===== src/rtl/core/wttc_pkg.sv =====
// ----------------------------------------------------------------------------
// wttc_pkg
// Shared types and constants of the word-table text codec.
// ----------------------------------------------------------------------------
package wttc_pkg;

    localparam int TABLE_ENTRIES_DEF = 4096;
    localparam int MAX_WORD_DEF      = 32;

    localparam int PL_W = 6;                      // probe limit register width
    localparam logic [PL_W-1:0] PL_RESET = 6'd20;

    localparam logic KIND_COMPRESS   = 1'b0;
    localparam logic KIND_DECOMPRESS = 1'b1;

    localparam logic [7:0] TOKEN_FLAG = 8'h80;

    // one input item as queued between front and back
    typedef struct packed {
        logic       kind;
        logic [7:0] data;
        logic       last;
        logic       alnum;
    } cmd_t;

    // back status seen by the front
    typedef struct packed {
        logic clearing;
    } back_stat_t;

endpackage


===== src/rtl/core/wttc_front.sv =====
// ----------------------------------------------------------------------------
// wttc_front
// Input side: takes items, marks letters and digits, and queues them.
// ----------------------------------------------------------------------------
module wttc_front (
    input  logic                  aclk,
    input  logic                  aresetn,
    input  logic                  s_tvalid,
    output logic                  s_tready,
    input  logic [7:0]            s_tdata,   // data_byte
    input  logic                  s_tuser,   // kind
    input  logic                  s_tlast,   // last
    input  wttc_pkg::back_stat_t  stat,
    output logic                  q_valid,
    output wttc_pkg::cmd_t        q_cmd,
    input  logic                  q_pop
);
    import wttc_pkg::*;

    cmd_t       buf_reg [2];
    logic       wp_reg, rp_reg;
    logic [1:0] cnt_reg;
    cmd_t       in_cmd;
    logic       push;

    always_comb begin
        in_cmd.kind  = s_tuser;
        in_cmd.data  = s_tdata;
        in_cmd.last  = s_tlast;
        in_cmd.alnum = (s_tdata >= 8'h30 && s_tdata <= 8'h39) ||
                       (s_tdata >= 8'h41 && s_tdata <= 8'h5A) ||
                       (s_tdata >= 8'h61 && s_tdata <= 8'h7A);
    end

    assign s_tready = (cnt_reg != 2'd2) && !stat.clearing;
    assign push     = s_tvalid && s_tready;
    assign q_valid  = (cnt_reg != 2'd0);
    assign q_cmd    = buf_reg[rp_reg];

    always_ff @(posedge aclk) begin
        if (!aresetn) begin
            wp_reg  <= 1'b0;
            rp_reg  <= 1'b0;
            cnt_reg <= 2'd0;
        end else begin
            if (push) begin
                wp_reg <= !wp_reg;
            end
            if (q_pop) begin
                rp_reg <= !rp_reg;
            end
            cnt_reg <= cnt_reg + 2'(push) - 2'(q_pop);
        end
    end

    always_ff @(posedge aclk) begin
        if (push) begin
            buf_reg[wp_reg] <= in_cmd;
        end
    end

endmodule


===== config.mk =====
export PLATFORM = sky130hd
export DESIGN_NAME = wttc_front
export DESIGN_NICKNAME = d
export VERILOG_FILES = /design/src/rtl/core/wttc_pkg.sv /design/src/rtl/core/wttc_front.sv
export SDC_FILE = /design/constraint.sdc
export NUM_CORES = 1
export LEC_CHECK = 0
export ABC_AREA = 1
export BUFFER_PORTS_ARGS = -buffer_cell sky130_fd_sc_hd__buf_2
export CORE_MARGIN = 2
export CORE_UTILIZATION = 55
export CTS_CLUSTER_DIAMETER = 60
export CTS_CLUSTER_SIZE = 30
export DETAILED_ROUTE_END_ITERATION = 6
export HOLD_SLACK_MARGIN = 0.1
export PLACE_DENSITY = 0.82
export SLEW_MARGIN = 0
export SYNTH_ARGS = -nofsm -noshare
export SYNTH_HDL_FRONTEND = slang
export SYNTH_SLANG_ARGS = --single-unit
export TNS_END_PERCENT = 30

===== constraint.sdc =====
create_clock -name aclk -period 3 [get_ports aclk]
set_input_delay 0.45 -clock aclk [delete_from_list [all_inputs] [get_ports aclk]]
set_output_delay 0.45 -clock aclk [all_outputs]
set_load 0.05 [all_outputs]

==> summary.md <==
| Metric | Value |
|---|---|
| Outcome | `finished, final reports clean` |
| Hold Crit Class | `in2reg` |
| Antenna violations before repair | `0` |
| Overall routed net length | `1590 um` |
| Min Hold Slack | `0.334 ns` |
| Place WS | `1.18 ns` |
| Layout overhead on the synthesized area | `16.2%` |
| CP max stage cell | `dfxtp_1` |
| M1 GR Usage | `0.171` |
| CTS tree | `built` |
| Warnings from Yosys | `0` |
| Simple-Gate Fraction of Synth Area | `0.101` |
| Die width | `49.4 um` |
| Relative slew slack | `0.403` |
| Leak Pwr | `0.000588 uW` |
| Drt drc | `0` |
| Detail Route Antenna Nets | `0` |
| Total track usage | `0.150` |
| Crit path max-delay family | `flip-flops` |
| Die height | `49.4 um` |
| Post-Synth Adder-Cell Area | `0.0221` |
| Post-Syn Area | `1130 um2` |
| Placed cell count | `136` |
| Largest family of logic cells by synthesized area | `multiplexers` |
| Post-Layout Cell Count | `140` |
| Core area | `1960 um2` |
| Worst Setup Path Type | `reg2out` |
| Vias per cell | `4.75` |
| Clock latency on the worst-skew pair | `0.31 ns` |
| Post-synth cell types | `14` |
| Final setup vio count | `0` |
| VDD IR max | `425 uV` |
| Final worst setup slack | `0.883 ns` |
| Register clock-pin slew on the reported worst setup and hold paths | `0.12 ns` |
| Clock Sinks | `27` |
| GPL Wtd Cong | `0.674` |
| Vias in the first global route | `692` |
| Met3 GRT Util | `0.0337` |
| Slowest cell delay on critical path | `0.77 ns` |
| Initial core utilization | `0.578` |
| RSZ-0062 raised after global routing | `false` |
| Final hold vios | `0` |
| DR pass1 iterations | `4` |
| Syn Inst Count | `83` |
| Slew Viols, Final | `0` |
| Hold Buf Count CTS | `0` |
| Min cycle time layout | `2.12 ns` |
| Congestion Overflow GR | `0` |
| CP Max Fanout | `11` |
| WP buf/inv | `1` |
| Setup Fix Bufs, Post-CTS | `0` |
| CP Data Required Time | `2.55 ns` |
| Synth Area in Compound Gates | `0.0132` |
| First-pass GRT wire length | `2820 um` |
| Fin crit share | `0.706` |
| Worst EP arrival | `1.67 ns` |
| Num CTS Buffers | `3` |
| Layout Nets | `131` |
| Routed wire length per instance | `11.4 um` |
| Ant. Diodes | `0` |
| CTS Buffer Depth | `2` |
| Mean Syn Cell Area | `13.7 um2` |
| Layout cells sized above 1 | `0.372` |
| Root Buffer | `clkbuf_4` |
| PwrDens | `566 nW/um2` |
| Max FFs per register | `22` |
| Boundary pin count | `28` |
| Worst-margin pin slew | `0.892 ns` |
| H-Tree Depth | `1` |
| Achievable Freq | `472 MHz` |
| Register area share after synthesis | `0.670` |
| Final Util | `0.672` |
| Routed vias | `665` |
| Post-synthesis mux area share | `0.142` |
| Most used routing layer | `met2` |
| Die footprint | `2440 um2` |
| CP Launch Type | `flop` |
| Detailed Route Iter0 Violations | `8` |
| Std cell rows | `16` |
| Crit-path cells | `mux2_2, buf_2` |
| Clk_skew | `0.0154 ns` |
| Post-cts gate resize count | `0` |
| TNS Setup | `0 ns` |
| Synth Register Bits | `27` |
| Dpl hpwl | `1180 um` |
| XOR/XNOR share of the synthesized area | `0.00772` |
| Met2 Use GR | `0.277` |
| Number of max-cap violations | `0` |
| Syn nets | `100` |
| Largest net degree at the start of global routing | `15` |
| Critical Path End Type | `primary output` |
| Number of I/O port buffers | `27` |
-- area by class of cell --
type	count	area [um2]
sequential	27	761
fill	160	643
multi-input combinational	45	325
timing repair buffer	27	135
inverter	10	37.5
tap	27	33.8
clock buffer	4	26.3
-- placed cells by master, fill, tap and decap left out --
cell type	Yosys	final
ha_1	2	2
mux2_2	1	1
nor2_1	9	9
nand4_1	1	1
mux2_4	10	10
inv_1	10	10
clkbuf_4	0	3
dfxtp_1	5	5
xnor2_1	1	1
nand2_1	16	16
buf_2	0	27
a21oi_1	3	3
clkbuf_1	0	1
edfxtp_1	22	22
nand3_2	1	1
nand3_1	1	1
-- worst reg2reg max path, cell delays in order, from the launching register on --
cell and delay [ns]:
dfxtp_1 0.35, inv_1 0.07, nand2_1 0.09, nand3_2 0.09
nor2_1 0.69
-- stage by stage --
step / power [uW] / cell area, um2
2_1_floorplan: 575 / 1130
3_3_place_gp: 608 / 1290
3_5_place_dp: 612 / 1290
4_1_cts: 753 / 1320
5_1_grt: 780 / 1320
6_report: 746 / 1320
-- cells in the mapped netlist --
library cell | instances | area share
edfxtp_1 | 22 | 0.58
nand2_1 | 16 | 0.053
inv_1 | 10 | 0.033
mux2_4 | 10 | 0.13
nor2_1 | 9 | 0.030
dfxtp_1 | 5 | 0.088
a21oi_1 | 3 | 0.013
ha_1 | 2 | 0.022
buf_6 | 1 | 0.0099
mux2_2 | 1 | 0.0099
nand3_1 | 1 | 0.0044
nand3_2 | 1 | 0.0088
nand4_1 | 1 | 0.0055
xnor2_1 | 1 | 0.0077
-- metal layers --
layer	routed length [um]	share of wire
met5	0	0
met1	658	0.41
met2	844	0.53
met3	87	0.055
met4	0	0
-- report_power, final --
part	internal, uW	switching, uW	total (uW)
logic	52.7	109	161
clock network	51.7	92.1	144
registers	428	13.1	441
-- path summary, 6_finish.rpt --
kind | startpoint | end | slack [ns] | cells past startpoint
hold / removal | s_tuser | buf_reg[1][10] | 0.33 | 1
hold reg to reg | rp_reg | rp_reg | 0.53 | 2
setup / recovery | flop | q_cmd[6] | 0.88 | 2
setup reg to reg | cnt_reg[0] | buf_reg[0][1] | 1.35 | 4
-- logic make-up after synthesis --
kind of cell	count (synthesis)
DFF	27
and+or+nand+nor	28
buffers and inverters	11
muxes	11
xor gates and xnor gates	1
AOI/OAI and AO/OA	3
adders and majority gates	2
(Power assumes the default switching activity.)
